**config.mk**
```make
export PLATFORM = sky130hd
export DESIGN_NAME = brier_selective_score_accumulator_top
export DESIGN_NICKNAME = d
export VERILOG_FILES = /design/src/design/bssa_pkg.sv /design/src/design/bssa_queue.sv /design/src/design/bssa_front.sv /design/src/design/bssa_div.sv /design/src/design/bssa_back.sv /design/src/design/brier_selective_score_accumulator_top.sv
export SDC_FILE = /design/constraint.sdc
export NUM_CORES = 2
export LEC_CHECK = 0
export ABC_AREA = 1
export CAP_MARGIN = 15
export CORE_MARGIN = 2
export CORE_UTILIZATION = 51
export DETAILED_ROUTE_END_ITERATION = 8
export DONT_BUFFER_PORTS = 1
export GPL_TIMING_DRIVEN = 0
export HOLD_SLACK_MARGIN = 0.06
export PLACE_DENSITY = 0.69
export RECOVER_POWER = 25
export SLEW_MARGIN = 20
export SYNTH_ARGS = -nofsm -noshare
export SYNTH_HDL_FRONTEND = slang
export SYNTH_SLANG_ARGS = --single-unit
```
**constraint.sdc**
```tcl
create_clock -name clk -period 11.65 [get_ports clk]
set_clock_uncertainty 0.15 [all_clocks]
set_input_delay 2.33 -clock clk [delete_from_list [all_inputs] [get_ports clk]]
set_output_delay 2.33 -clock clk [all_outputs]
set_load 0.05 [all_outputs]
```
**src/design/bssa_pkg.sv**
```systemverilog
`timescale 1ns / 1ps
// ----------------------------------------------------------------------------
// bssa_pkg
// Shared types, widths and helpers of the selective Brier score accumulator.
// ----------------------------------------------------------------------------
package bssa_pkg;

  localparam int FRAC_BITS   = 15;
  localparam int SIG_W       = FRAC_BITS + 2;
  localparam int WEIGHT_W    = FRAC_BITS + 1;
  localparam int SIGMA_W     = FRAC_BITS + 1;
  localparam int PROD_W      = WEIGHT_W + FRAC_BITS;
  localparam int SUM_W       = PROD_W + 2;
  localparam int SQ_W        = 2 * FRAC_BITS + 1;
  localparam int SSE_W       = 47;
  localparam int CNT_W       = 17;
  localparam int MAX_ROWS    = 65536;
  localparam int RATIO_W     = 16;
  localparam int CFG_IDX_W   = 3;
  localparam int CFG_DATA_W  = 16;
  localparam int DIVIDEND_W  = SSE_W - FRAC_BITS;
  localparam int DIVISOR_W   = CNT_W;
  localparam int DIV_STEP_W  = $clog2(DIVIDEND_W);
  localparam int QUEUE_DEPTH = 2;

  localparam logic [SIGMA_W-1:0]  ONE     = SIGMA_W'(1) << FRAC_BITS;
  localparam logic [SSE_W-1:0]    SSE_MAX = {SSE_W{1'b1}};
  localparam logic [CNT_W-1:0]    CNT_MAX = CNT_W'(MAX_ROWS);

  localparam logic [WEIGHT_W-1:0] RST_WEIGHT_LOGPROB     = 16'd16384;
  localparam logic [WEIGHT_W-1:0] RST_WEIGHT_ENTROPY     = 16'd6554;
  localparam logic [WEIGHT_W-1:0] RST_WEIGHT_PERPLEXITY  = 16'd3277;
  localparam logic [WEIGHT_W-1:0] RST_WEIGHT_CONSISTENCY = 16'd6554;
  localparam logic [WEIGHT_W-1:0] RST_ACCEPT_THRESHOLD   = 16'd16384;

  typedef enum logic [CFG_IDX_W-1:0] {
    REG_WEIGHT_LOGPROB     = 3'd0,
    REG_WEIGHT_ENTROPY     = 3'd1,
    REG_WEIGHT_PERPLEXITY  = 3'd2,
    REG_WEIGHT_CONSISTENCY = 3'd3,
    REG_ACCEPT_THRESHOLD   = 3'd4
  } cfg_reg_t;

  typedef enum logic [2:0] {
    BACK_IDLE,
    BACK_FETCH,
    BACK_BRIER,
    BACK_COV,
    BACK_ACC,
    BACK_HOLD
  } back_state_t;

  typedef struct packed {
    logic [SSE_W-1:0] sse;
    logic [CNT_W-1:0] rows;
    logic [CNT_W-1:0] accepted;
    logic [CNT_W-1:0] correct_accepted;
  } batch_t;

  typedef struct packed {
    logic                  start;
    logic [DIVIDEND_W-1:0] dividend;
    logic [DIVISOR_W-1:0]  divisor;
  } div_req_t;

  function automatic logic [SIGMA_W-1:0] clamp_signal(input logic [SIG_W-1:0] s);
    logic [SIGMA_W-1:0] r;
    if (s[SIG_W-1]) begin
      r = '0;
    end else if (s[SIGMA_W-1:0] > ONE) begin
      r = ONE;
    end else begin
      r = s[SIGMA_W-1:0];
    end
    return r;
  endfunction

  function automatic logic [CNT_W-1:0] sat_inc(input logic [CNT_W-1:0] c);
    logic [CNT_W-1:0] r;
    r = (c < CNT_MAX) ? c + CNT_W'(1) : CNT_MAX;
    return r;
  endfunction

endpackage

```
**src/design/bssa_queue.sv**
```systemverilog
`timescale 1ns / 1ps
// ----------------------------------------------------------------------------
// bssa_queue
// Small batch-total queue between the row front end and the ratio back end.
// ----------------------------------------------------------------------------
module bssa_queue #(
  parameter int DEPTH = bssa_pkg::QUEUE_DEPTH
) (
  input  logic             clk,
  input  logic             rst,
  input  logic             push,
  input  bssa_pkg::batch_t push_data,
  input  logic             pop,
  output bssa_pkg::batch_t pop_data,
  output logic             empty
);

  localparam int PTR_W = (DEPTH > 1) ? $clog2(DEPTH) : 1;
  localparam int CNT_W = $clog2(DEPTH + 1);

  bssa_pkg::batch_t mem [DEPTH];
  logic [PTR_W-1:0] wr_ptr;
  logic [PTR_W-1:0] rd_ptr;
  logic [CNT_W-1:0] count;
  logic             full;

  assign empty = (count == '0);
  assign full  = (count == CNT_W'(DEPTH));

  always_ff @(posedge clk) begin
    if (push) begin
      mem[wr_ptr] <= push_data;
    end
    if (pop) begin
      pop_data <= mem[rd_ptr];
    end
  end

  always_ff @(posedge clk) begin
    if (rst) begin
      wr_ptr <= '0;
      rd_ptr <= '0;
      count  <= '0;
    end else begin
      if (push) begin
        wr_ptr <= (wr_ptr == PTR_W'(DEPTH - 1)) ? '0 : wr_ptr + PTR_W'(1);
      end
      if (pop) begin
        rd_ptr <= (rd_ptr == PTR_W'(DEPTH - 1)) ? '0 : rd_ptr + PTR_W'(1);
      end
      if (push && !pop) begin
        count <= count + CNT_W'(1);
      end else if (pop && !push) begin
        count <= count - CNT_W'(1);
      end
    end
  end

  a_no_overflow: assert property (@(posedge clk) disable iff (rst) push |-> (!full || pop))
    else $error("batch queue overflow");
  a_no_underflow: assert property (@(posedge clk) disable iff (rst) pop |-> !empty)
    else $error("batch queue underflow");

endmodule

```
**src/design/bssa_front.sv**
```systemverilog
`timescale 1ns / 1ps
// ----------------------------------------------------------------------------
// bssa_front
// Configuration registers and row pipeline: clamp, weighted sum, squared
// error and the saturating batch accumulators.
// ----------------------------------------------------------------------------
module bssa_front #(
  parameter int QUEUE_DEPTH = bssa_pkg::QUEUE_DEPTH
) (
  input  logic                                  clk,
  input  logic                                  rst,
  input  logic                                  cfg_we,
  input  logic [bssa_pkg::CFG_IDX_W-1:0]        cfg_index,
  input  logic [bssa_pkg::CFG_DATA_W-1:0]       cfg_data,
  input  logic                                  in_valid,
  output logic                                  in_ready,
  input  logic signed [bssa_pkg::SIG_W-1:0]     sig_logprob,
  input  logic signed [bssa_pkg::SIG_W-1:0]     sig_entropy,
  input  logic signed [bssa_pkg::SIG_W-1:0]     sig_perplexity,
  input  logic signed [bssa_pkg::SIG_W-1:0]     sig_consistency,
  input  logic                                  is_correct,
  input  logic                                  last_item,
  output logic                                  push,
  output bssa_pkg::batch_t                      push_data,
  input  logic                                  pop
);

  localparam int CR_W   = $clog2(QUEUE_DEPTH + 1);
  localparam int WIDE_W = 2 * bssa_pkg::WEIGHT_W;

  logic [bssa_pkg::WEIGHT_W-1:0] weight [4];
  logic [bssa_pkg::WEIGHT_W-1:0] accept_threshold;

  logic [CR_W-1:0] credits;
  logic [CR_W-1:0] credits_next;
  logic            take;

  logic [bssa_pkg::SIGMA_W-1:0] sig_clamped [4];
  logic [WIDE_W-1:0]            prod_full   [4];

  logic                         s1_valid;
  logic                         s1_correct;
  logic                         s1_last;
  logic [bssa_pkg::PROD_W-1:0]  s1_prod [4];

  logic [bssa_pkg::SUM_W-1:0]   sum;
  logic [bssa_pkg::SUM_W-bssa_pkg::FRAC_BITS-1:0] sigma_raw;
  logic [bssa_pkg::SIGMA_W-1:0] sigma;
  logic [bssa_pkg::SIGMA_W-1:0] err;

  logic                         s2_valid;
  logic                         s2_correct;
  logic                         s2_last;
  logic                         s2_accept;
  logic [bssa_pkg::SIGMA_W-1:0] s2_err;

  logic [WIDE_W-1:0]            sq_full;
  logic                         s3_valid;
  logic                         s3_correct;
  logic                         s3_last;
  logic                         s3_accept;
  logic [bssa_pkg::SQ_W-1:0]    s3_sq;

  logic [bssa_pkg::SSE_W-1:0]   sse;
  logic [bssa_pkg::CNT_W-1:0]   rows;
  logic [bssa_pkg::CNT_W-1:0]   accepted;
  logic [bssa_pkg::CNT_W-1:0]   correct_accepted;
  logic [bssa_pkg::SSE_W:0]     sse_sum;
  bssa_pkg::batch_t             batch_next;

  // configuration registers
  always_ff @(posedge clk) begin
    if (rst) begin
      weight[0]        <= bssa_pkg::RST_WEIGHT_LOGPROB;
      weight[1]        <= bssa_pkg::RST_WEIGHT_ENTROPY;
      weight[2]        <= bssa_pkg::RST_WEIGHT_PERPLEXITY;
      weight[3]        <= bssa_pkg::RST_WEIGHT_CONSISTENCY;
      accept_threshold <= bssa_pkg::RST_ACCEPT_THRESHOLD;
    end else if (cfg_we) begin
      unique case (cfg_index)
        bssa_pkg::REG_WEIGHT_LOGPROB:     weight[0] <= cfg_data;
        bssa_pkg::REG_WEIGHT_ENTROPY:     weight[1] <= cfg_data;
        bssa_pkg::REG_WEIGHT_PERPLEXITY:  weight[2] <= cfg_data;
        bssa_pkg::REG_WEIGHT_CONSISTENCY: weight[3] <= cfg_data;
        bssa_pkg::REG_ACCEPT_THRESHOLD:   accept_threshold <= cfg_data;
        default: ;
      endcase
    end
  end

  // one queue slot is reserved per last row in flight or queued
  assign in_ready = (credits < CR_W'(QUEUE_DEPTH));
  assign take     = in_valid && in_ready;

  always_comb begin
    credits_next = credits;
    if (take && last_item) begin
      credits_next = credits_next + CR_W'(1);
    end
    if (pop) begin
      credits_next = credits_next - CR_W'(1);
    end
  end

  always_ff @(posedge clk) begin
    if (rst) begin
      credits <= '0;
    end else begin
      credits <= credits_next;
    end
  end

  // stage 1: clamp and weight
  assign sig_clamped[0] = bssa_pkg::clamp_signal(sig_logprob);
  assign sig_clamped[1] = bssa_pkg::clamp_signal(sig_entropy);
  assign sig_clamped[2] = bssa_pkg::clamp_signal(sig_perplexity);
  assign sig_clamped[3] = bssa_pkg::clamp_signal(sig_consistency);

  always_comb begin
    for (int i = 0; i < 4; i++) begin
      prod_full[i] = WIDE_W'(weight[i]) * WIDE_W'(sig_clamped[i]);
    end
  end

  always_ff @(posedge clk) begin
    for (int i = 0; i < 4; i++) begin
      s1_prod[i] <= prod_full[i][bssa_pkg::PROD_W-1:0];
    end
    s1_correct <= is_correct;
    s1_last    <= last_item;
  end

  // stage 2: sum, clamp and error
  assign sum = bssa_pkg::SUM_W'(s1_prod[0]) + bssa_pkg::SUM_W'(s1_prod[1])
             + bssa_pkg::SUM_W'(s1_prod[2]) + bssa_pkg::SUM_W'(s1_prod[3]);
  assign sigma_raw = sum[bssa_pkg::SUM_W-1:bssa_pkg::FRAC_BITS];
  assign sigma = (sigma_raw > ($bits(sigma_raw))'(bssa_pkg::ONE))
               ? bssa_pkg::ONE : sigma_raw[bssa_pkg::SIGMA_W-1:0];
  assign err = s1_correct ? sigma : bssa_pkg::ONE - sigma;

  always_ff @(posedge clk) begin
    s2_err     <= err;
    s2_accept  <= (sigma <= accept_threshold);
    s2_correct <= s1_correct;
    s2_last    <= s1_last;
  end

  // stage 3: square
  assign sq_full = WIDE_W'(s2_err) * WIDE_W'(s2_err);

  always_ff @(posedge clk) begin
    s3_sq      <= sq_full[bssa_pkg::SQ_W-1:0];
    s3_accept  <= s2_accept;
    s3_correct <= s2_correct;
    s3_last    <= s2_last;
  end

  always_ff @(posedge clk) begin
    if (rst) begin
      s1_valid <= 1'b0;
      s2_valid <= 1'b0;
      s3_valid <= 1'b0;
    end else begin
      s1_valid <= take;
      s2_valid <= s1_valid;
      s3_valid <= s2_valid;
    end
  end

  // stage 4: saturating accumulate
  assign sse_sum = (bssa_pkg::SSE_W + 1)'(sse) + (bssa_pkg::SSE_W + 1)'(s3_sq);

  always_comb begin
    batch_next.sse  = sse_sum[bssa_pkg::SSE_W] ? bssa_pkg::SSE_MAX
                                               : sse_sum[bssa_pkg::SSE_W-1:0];
    batch_next.rows = bssa_pkg::sat_inc(rows);
    batch_next.accepted         = accepted;
    batch_next.correct_accepted = correct_accepted;
    if (s3_accept) begin
      batch_next.accepted = bssa_pkg::sat_inc(accepted);
      if (s3_correct) begin
        batch_next.correct_accepted = bssa_pkg::sat_inc(correct_accepted);
      end
    end
  end

  always_ff @(posedge clk) begin
    if (rst) begin
      sse              <= '0;
      rows             <= '0;
      accepted         <= '0;
      correct_accepted <= '0;
    end else if (s3_valid) begin
      if (s3_last) begin
        sse              <= '0;
        rows             <= '0;
        accepted         <= '0;
        correct_accepted <= '0;
      end else begin
        sse              <= batch_next.sse;
        rows             <= batch_next.rows;
        accepted         <= batch_next.accepted;
        correct_accepted <= batch_next.correct_accepted;
      end
    end
  end

  assign push      = s3_valid && s3_last;
  assign push_data = batch_next;

  a_credit_taken: assert property (@(posedge clk) disable iff (rst)
      (take && last_item && !pop) |=> (credits != '0))
    else $error("last row accepted without a reserved queue slot");

endmodule

```
**src/design/bssa_div.sv**
```systemverilog
`timescale 1ns / 1ps
// ----------------------------------------------------------------------------
// bssa_div
// Restoring divider, one quotient bit per cycle.
// ----------------------------------------------------------------------------
module bssa_div (
  input  logic                              clk,
  input  logic                              rst,
  input  bssa_pkg::div_req_t                req,
  output logic                              done,
  output logic [bssa_pkg::DIVIDEND_W-1:0]   quotient
);

  logic                                busy;
  logic [bssa_pkg::DIV_STEP_W-1:0]     step;
  logic [bssa_pkg::DIVISOR_W-1:0]      divisor;
  logic [bssa_pkg::DIVISOR_W-1:0]      rem;
  logic [bssa_pkg::DIVISOR_W:0]        rem_shift;
  logic [bssa_pkg::DIVISOR_W:0]        rem_diff;
  logic                                fits;

  assign rem_shift = {rem, quotient[bssa_pkg::DIVIDEND_W-1]};
  assign rem_diff  = rem_shift - (bssa_pkg::DIVISOR_W + 1)'(divisor);
  assign fits      = (rem_shift >= (bssa_pkg::DIVISOR_W + 1)'(divisor));

  always_ff @(posedge clk) begin
    if (req.start) begin
      quotient <= req.dividend;
      divisor  <= req.divisor;
      rem      <= '0;
    end else if (busy) begin
      quotient <= {quotient[bssa_pkg::DIVIDEND_W-2:0], fits};
      rem      <= fits ? rem_diff[bssa_pkg::DIVISOR_W-1:0]
                       : rem_shift[bssa_pkg::DIVISOR_W-1:0];
    end
  end

  always_ff @(posedge clk) begin
    if (rst) begin
      busy <= 1'b0;
      step <= '0;
      done <= 1'b0;
    end else begin
      done <= 1'b0;
      if (req.start) begin
        busy <= 1'b1;
        step <= '0;
      end else if (busy) begin
        step <= step + bssa_pkg::DIV_STEP_W'(1);
        if (step == bssa_pkg::DIV_STEP_W'(bssa_pkg::DIVIDEND_W - 1)) begin
          busy <= 1'b0;
          done <= 1'b1;
        end
      end
    end
  end

endmodule

```
**src/design/bssa_back.sv**
```systemverilog
`timescale 1ns / 1ps
// ----------------------------------------------------------------------------
// bssa_back
// Per-batch ratios on a shared divider and the result output register.
// ----------------------------------------------------------------------------
module bssa_back (
  input  logic                              clk,
  input  logic                              rst,
  input  logic                              empty,
  output logic                              pop,
  input  bssa_pkg::batch_t                  head,
  output bssa_pkg::div_req_t                div_req,
  input  logic                              div_done,
  input  logic [bssa_pkg::DIVIDEND_W-1:0]   div_quotient,
  output logic                              out_valid,
  input  logic                              out_ready,
  output logic [bssa_pkg::RATIO_W-1:0]      brier,
  output logic [bssa_pkg::RATIO_W-1:0]      coverage,
  output logic [bssa_pkg::RATIO_W-1:0]      accept_accuracy,
  output logic [bssa_pkg::CNT_W-1:0]        item_total,
  output logic [bssa_pkg::CNT_W-1:0]        accept_total,
  output logic [bssa_pkg::CNT_W-1:0]        correct_accept_total,
  output logic [bssa_pkg::SSE_W-1:0]        squared_error_sum
);

  bssa_pkg::back_state_t state;
  bssa_pkg::back_state_t state_next;

  logic [bssa_pkg::RATIO_W-1:0] q_brier;
  logic [bssa_pkg::RATIO_W-1:0] q_cov;
  logic [bssa_pkg::RATIO_W-1:0] q_acc;
  logic                         load;
  logic                         none_accepted;

  assign none_accepted = (head.accepted == '0);

  always_comb begin
    state_next = state;
    unique case (state)
      bssa_pkg::BACK_IDLE:  if (!empty) state_next = bssa_pkg::BACK_FETCH;
      bssa_pkg::BACK_FETCH: state_next = bssa_pkg::BACK_BRIER;
      bssa_pkg::BACK_BRIER: if (div_done) state_next = bssa_pkg::BACK_COV;
      bssa_pkg::BACK_COV: begin
        if (div_done) begin
          state_next = none_accepted ? bssa_pkg::BACK_HOLD : bssa_pkg::BACK_ACC;
        end
      end
      bssa_pkg::BACK_ACC:   if (div_done) state_next = bssa_pkg::BACK_HOLD;
      bssa_pkg::BACK_HOLD:  if (load) state_next = bssa_pkg::BACK_IDLE;
      default:              state_next = bssa_pkg::BACK_IDLE;
    endcase
  end

  always_comb begin
    pop              = 1'b0;
    load             = 1'b0;
    div_req.start    = 1'b0;
    div_req.dividend = '0;
    div_req.divisor  = '0;
    unique case (state)
      bssa_pkg::BACK_IDLE: pop = !empty;
      bssa_pkg::BACK_FETCH: begin
        div_req.start    = 1'b1;
        div_req.dividend = head.sse[bssa_pkg::SSE_W-1:bssa_pkg::FRAC_BITS];
        div_req.divisor  = head.rows;
      end
      bssa_pkg::BACK_BRIER: begin
        div_req.start    = div_done;
        div_req.dividend = {head.accepted, bssa_pkg::FRAC_BITS'(0)};
        div_req.divisor  = head.rows;
      end
      bssa_pkg::BACK_COV: begin
        div_req.start    = div_done && !none_accepted;
        div_req.dividend = {head.correct_accepted, bssa_pkg::FRAC_BITS'(0)};
        div_req.divisor  = head.accepted;
      end
      bssa_pkg::BACK_ACC: ;
      bssa_pkg::BACK_HOLD: load = !out_valid || out_ready;
      default: ;
    endcase
  end

  always_ff @(posedge clk) begin
    if (rst) begin
      state <= bssa_pkg::BACK_IDLE;
    end else begin
      state <= state_next;
    end
  end

  always_ff @(posedge clk) begin
    if (div_done) begin
      unique case (state)
        bssa_pkg::BACK_BRIER: q_brier <= div_quotient[bssa_pkg::RATIO_W-1:0];
        bssa_pkg::BACK_COV: begin
          q_cov <= div_quotient[bssa_pkg::RATIO_W-1:0];
          q_acc <= '0;
        end
        bssa_pkg::BACK_ACC:   q_acc <= div_quotient[bssa_pkg::RATIO_W-1:0];
        default: ;
      endcase
    end
  end

  always_ff @(posedge clk) begin
    if (rst) begin
      out_valid <= 1'b0;
    end else if (load) begin
      out_valid <= 1'b1;
    end else if (out_ready) begin
      out_valid <= 1'b0;
    end
  end

  always_ff @(posedge clk) begin
    if (load) begin
      brier                <= q_brier;
      coverage             <= q_cov;
      accept_accuracy      <= q_acc;
      item_total           <= head.rows;
      accept_total         <= head.accepted;
      correct_accept_total <= head.correct_accepted;
      squared_error_sum    <= head.sse;
    end
  end

  a_acc_needs_accepts: assert property (@(posedge clk) disable iff (rst)
      (state == bssa_pkg::BACK_ACC) |-> !none_accepted)
    else $error("accuracy division started with no accepted rows");

endmodule

```
**src/design/brier_selective_score_accumulator_top.sv**
```systemverilog
`timescale 1ns / 1ps
// ----------------------------------------------------------------------------
// brier_selective_score_accumulator_top
// Selective Brier score accumulator over a stream of scored rows.
// ----------------------------------------------------------------------------
// usage
//   input channel: one row per request (four signed Q2.15 signals, is_correct,
//   last_item); rows are taken one per cycle while fewer than QUEUE_DEPTH
//   batch ends are in flight or queued
//   output channel: one result request per batch, after its last row
//   config port: cfg_we / cfg_index / cfg_data, written while no row is in flight
//   data path: a taken row passes the stage 1, 2 and 3 registers before it
//   reaches the accumulators; a batch leaves the queue for the back end, which
//   runs up to three divisions on the shared 32-step divider in FETCH, BRIER,
//   COV and ACC (two when no row was accepted) and then loads the result in HOLD
//   throughput: one row per cycle while in_ready is high; the back end works on
//   one batch at a time, the next waiting in the queue until it is idle again
//   reset: weights and threshold load their defaults, accumulators clear
//   receiver stall: the result is held in the output register, the back end
//   then waits, the queue fills and in_ready drops at QUEUE_DEPTH open batches
// ----------------------------------------------------------------------------
module brier_selective_score_accumulator_top #(
  parameter int QUEUE_DEPTH = bssa_pkg::QUEUE_DEPTH
) (
  input  logic                                  clk,
  input  logic                                  rst,
  input  logic                                  cfg_we,
  input  logic [bssa_pkg::CFG_IDX_W-1:0]        cfg_index,
  input  logic [bssa_pkg::CFG_DATA_W-1:0]       cfg_data,
  input  logic                                  in_valid,
  output logic                                  in_ready,
  input  logic signed [bssa_pkg::SIG_W-1:0]     sig_logprob,
  input  logic signed [bssa_pkg::SIG_W-1:0]     sig_entropy,
  input  logic signed [bssa_pkg::SIG_W-1:0]     sig_perplexity,
  input  logic signed [bssa_pkg::SIG_W-1:0]     sig_consistency,
  input  logic                                  is_correct,
  input  logic                                  last_item,
  output logic                                  out_valid,
  input  logic                                  out_ready,
  output logic [bssa_pkg::RATIO_W-1:0]          brier,
  output logic [bssa_pkg::RATIO_W-1:0]          coverage,
  output logic [bssa_pkg::RATIO_W-1:0]          accept_accuracy,
  output logic [bssa_pkg::CNT_W-1:0]            item_total,
  output logic [bssa_pkg::CNT_W-1:0]            accept_total,
  output logic [bssa_pkg::CNT_W-1:0]            correct_accept_total,
  output logic [bssa_pkg::SSE_W-1:0]            squared_error_sum
);

  logic                              push;
  bssa_pkg::batch_t                  push_data;
  logic                              pop;
  bssa_pkg::batch_t                  head;
  logic                              empty;
  bssa_pkg::div_req_t                div_req;
  logic                              div_done;
  logic [bssa_pkg::DIVIDEND_W-1:0]   div_quotient;

  bssa_front #(
    .QUEUE_DEPTH (QUEUE_DEPTH)
  ) u_front (
    .clk             (clk),
    .rst             (rst),
    .cfg_we          (cfg_we),
    .cfg_index       (cfg_index),
    .cfg_data        (cfg_data),
    .in_valid        (in_valid),
    .in_ready        (in_ready),
    .sig_logprob     (sig_logprob),
    .sig_entropy     (sig_entropy),
    .sig_perplexity  (sig_perplexity),
    .sig_consistency (sig_consistency),
    .is_correct      (is_correct),
    .last_item       (last_item),
    .push            (push),
    .push_data       (push_data),
    .pop             (pop)
  );

  bssa_queue #(
    .DEPTH (QUEUE_DEPTH)
  ) u_queue (
    .clk       (clk),
    .rst       (rst),
    .push      (push),
    .push_data (push_data),
    .pop       (pop),
    .pop_data  (head),
    .empty     (empty)
  );

  bssa_div u_div (
    .clk      (clk),
    .rst      (rst),
    .req      (div_req),
    .done     (div_done),
    .quotient (div_quotient)
  );

  bssa_back u_back (
    .clk                  (clk),
    .rst                  (rst),
    .empty                (empty),
    .pop                  (pop),
    .head                 (head),
    .div_req              (div_req),
    .div_done             (div_done),
    .div_quotient         (div_quotient),
    .out_valid            (out_valid),
    .out_ready            (out_ready),
    .brier                (brier),
    .coverage             (coverage),
    .accept_accuracy      (accept_accuracy),
    .item_total           (item_total),
    .accept_total         (accept_total),
    .correct_accept_total (correct_accept_total),
    .squared_error_sum    (squared_error_sum)
  );

endmodule

```
==> metrics.csv <==
metric,value,unit
Mapped Area,0.0795,mm²
data required time of the worst path,12080,ps
Residual DRC,0,
"Arr. time, crit path",10330,ps
first-pass GRT wire length,338000,µm
Yosys warning total,0,
GRT Total Usage,27.5,%
layout cells sized above 1,2.82,%
crit share post-route,85.0,%
Synth Area in Compound Gates,6.22,%
final net count,10756,
hold-fix buffers at CTS,0,
CP dominant cell by count,inv_1,
crit end category,flop,
final worst slack,1750,ps
final wirelength,215000,µm
post-CTS setup buffer count,0,
Hold Crit Depth,0,
Post-synth ARST share,0,%
row count,144,
I/O pin total,242,
die width,399,µm
initial drt markers,4815,
wire per inst,19.2,µm
Hold Path Class,reg -> reg,
#FFs+latches synth,930,
Gate Count Post-Synth,8941,
"EDFF count, synth",601,
critical path's slowest cell,nor3_1,
Post-Synth Simple-Gate Area,15.4,%
"Clk pin slew, worst setup/hold paths",60,ps
fin crit period,9900,ps
Pins Over Slew Limit,0,
post-synthesis adder-cell area fraction,34.3,%
Clock Tree Buf Depth,3,
Slew Limit Headroom,12.8,%
Final Setup Violations,0,
H-tree level count,3,
DR vias,59835,
main combinational cell family by area after synthesis,adder cells,
critical path type,in -> reg,
sequential area share after synthesis,31.0,%
pin count of the biggest net entering global routing,58,
GPL Wtd Cong,0.998,
post-route insts no fill,11198,
outcome,"complete, no violations",
root buffer selected by CTS,clkbuf_16,
XOR/XNOR share of the synthesized area,2.63,%
Final Hold Vio Count,0,
Antenna Nets Post-Route,0,
RSZ-0062 raised after global routing,false,
vias per inst,5.34,
initial antenna violation count,19,
Layout area overhead,8.00,%
Hold WS,165,ps
die area,0.159,mm²
FF-to-FF path depth,38,
mux share of post-synthesis cell area,0,%
ys flop type,edfxtp_1,
highest clock rate,101,MHz
drt first pass iters,6,
peak per-stage delay on the critical path,970,ps
"Clk Latency, worst-skew pair",700,ps
Placed Instances,11007,
DIE HEIGHT,399,µm
CP max FO,10,
DP Wirelength,176000,µm
max-cap violation count,0,
number of global-route vias before repair,60915,
Synth cell types,58,
PortBufs,0,
crit start category,input port,
Core ar.,0.154,mm²
placement-stage worst setup slack,1230,ps
CTS resizes,0,
syn_nets,10634,
Num CTS Buffers,98,
grt total ovfl,0,
CTS tree,yes,
Sinks on Clock Net,930,
worst slew pin tran,1300,ps
mean post-synth cell area,8.89,µm²
Starting Density,51.5,%
==> cell usage after synthesis, types with 19 or more instances <==
cell type	count	share of area [%]
o21ai_0	209	1.3
nand2_1	2023	9.6
fa_1	968	24
dfxtp_1	329	8.3
a31oi_1	33	0.26
o21a_1	19	0.18
xnor2_1	95	1.0
nor4_1	25	0.20
nor3_1	95	0.60
or2_2	22	0.17
inv_1	1943	9.2
clkbuf_1	218	1.0
nand3_1	150	0.94
nand4_1	43	0.34
nor2_1	699	3.3
ha_1	631	9.9
edfxtp_1	601	23
xor2_1	140	1.5
a21oi_1	471	3.0
==> registers in the layout, summed over array words and instances (netlist names), 30 cells and up <==
name,flops
u_queue.mem,196
u_front.s1_prod,124
u_queue.pop_data,98
u_front.weight,64
u_back.squared_error_sum,47
u_front.sse,47
u_div.quotient,32
u_front.s3_sq,30
==> layout by cell type (no fill, tap or decap), drive strengths merged, types with 10 or more instances in the layout <==
cell    synthesis  final
a21boi         15     15
a21o           15     15
a21oi         471    471
a31oi          33     33
a41oi          14     14
buf            22     35
clkbuf        218    353
clkinv          9     48
dfxtp         329    329
edfxtp        601    601
fa            968    968
ha            631    631
inv          1948   1956
nand2        2036   2036
nand3         151    151
nand4          43     43
nor2          709    709
nor3           96     96
nor4           25     25
o211ai         14     14
o21a           19     19
o21ai         226    226
o21bai         14     14
o31ai          10     10
or2            22     22
xnor2          95     95
xor2          142    142
==> worst max-delay path, delay by kind of cell <==
| family | cells | cell delay (ps) |
|---|---|---|
| and+or+nand+nor | 10 | 2000 |
| AOI/OAI and AO/OA | 6 | 1230 |
| adders and majority gates | 7 | 3380 |
| buffers and inverters | 9 | 1210 |
| xor gates and xnor gates | 1 | 190 |
==> through the flow <==
stage	TNS, ps	cell area, µm²	util (%)
2_1_floorplan	0	79500	-
3_3_place_gp	-31630	82000	53.1
3_5_place_dp	0	82700	53.5
4_1_cts	0	86000	55.7
5_1_grt	0	85800	55.6
6_report	0	85800	55.6
==> logic make-up after synthesis <==
logic type	after synthesis
AOI/OAI and AO/OA	885
and+or+nand+nor	3093
xor gates and xnor gates	237
DFF	930
adders and majority gates	1599
buffers and inverters	2197
==> area by class of cell <==
type | count | area [µm²]
well taps | 2044 | 2560
clock inverters | 59 | 654
multi-input cells | 5814 | 46700
diodes | 6 | 15.0
flip-flops and latches | 930 | 24600
inverters | 1957 | 7350
plain buffers | 240 | 936
repair buffers | 22 | 317
fillers | 13677 | 68600
clock buffers | 126 | 2720
==> metal layers <==
metal | track usage, % | part of all wire [%] | up-vias
met4 | 8.23 | 3.3 | 28
li1 | - | - | 27817
met2 | 43.6 | 45 | 2281
met5 | 0 | 0.083 | -
met3 | 5.79 | 9.2 | 419
met1 | 37.9 | 42 | 29290
==> path summary, 6_finish.rpt <==
kind	start	slack (ps)	end
worst min register to register	u_front.s2_correct$_DFF_P_	160	u_front.s3_correct$_DFF_P_
worst min-delay path	u_front.s2_correct$_DFF_P_	160	u_front.s3_correct$_DFF_P_
worst max register to register	u_front.s1_prod[1][2]$_DFF_P_	3950	u_front.s2_accept$_DFF_P_
worst max-delay path	sig_entropy[9]	1750	u_front.s1_prod[1][28]$_DFF_P_
Power is left out: the tool's default activity adds up to more than one toggle a clock period on the data nets, which glitch-free logic cannot reach.
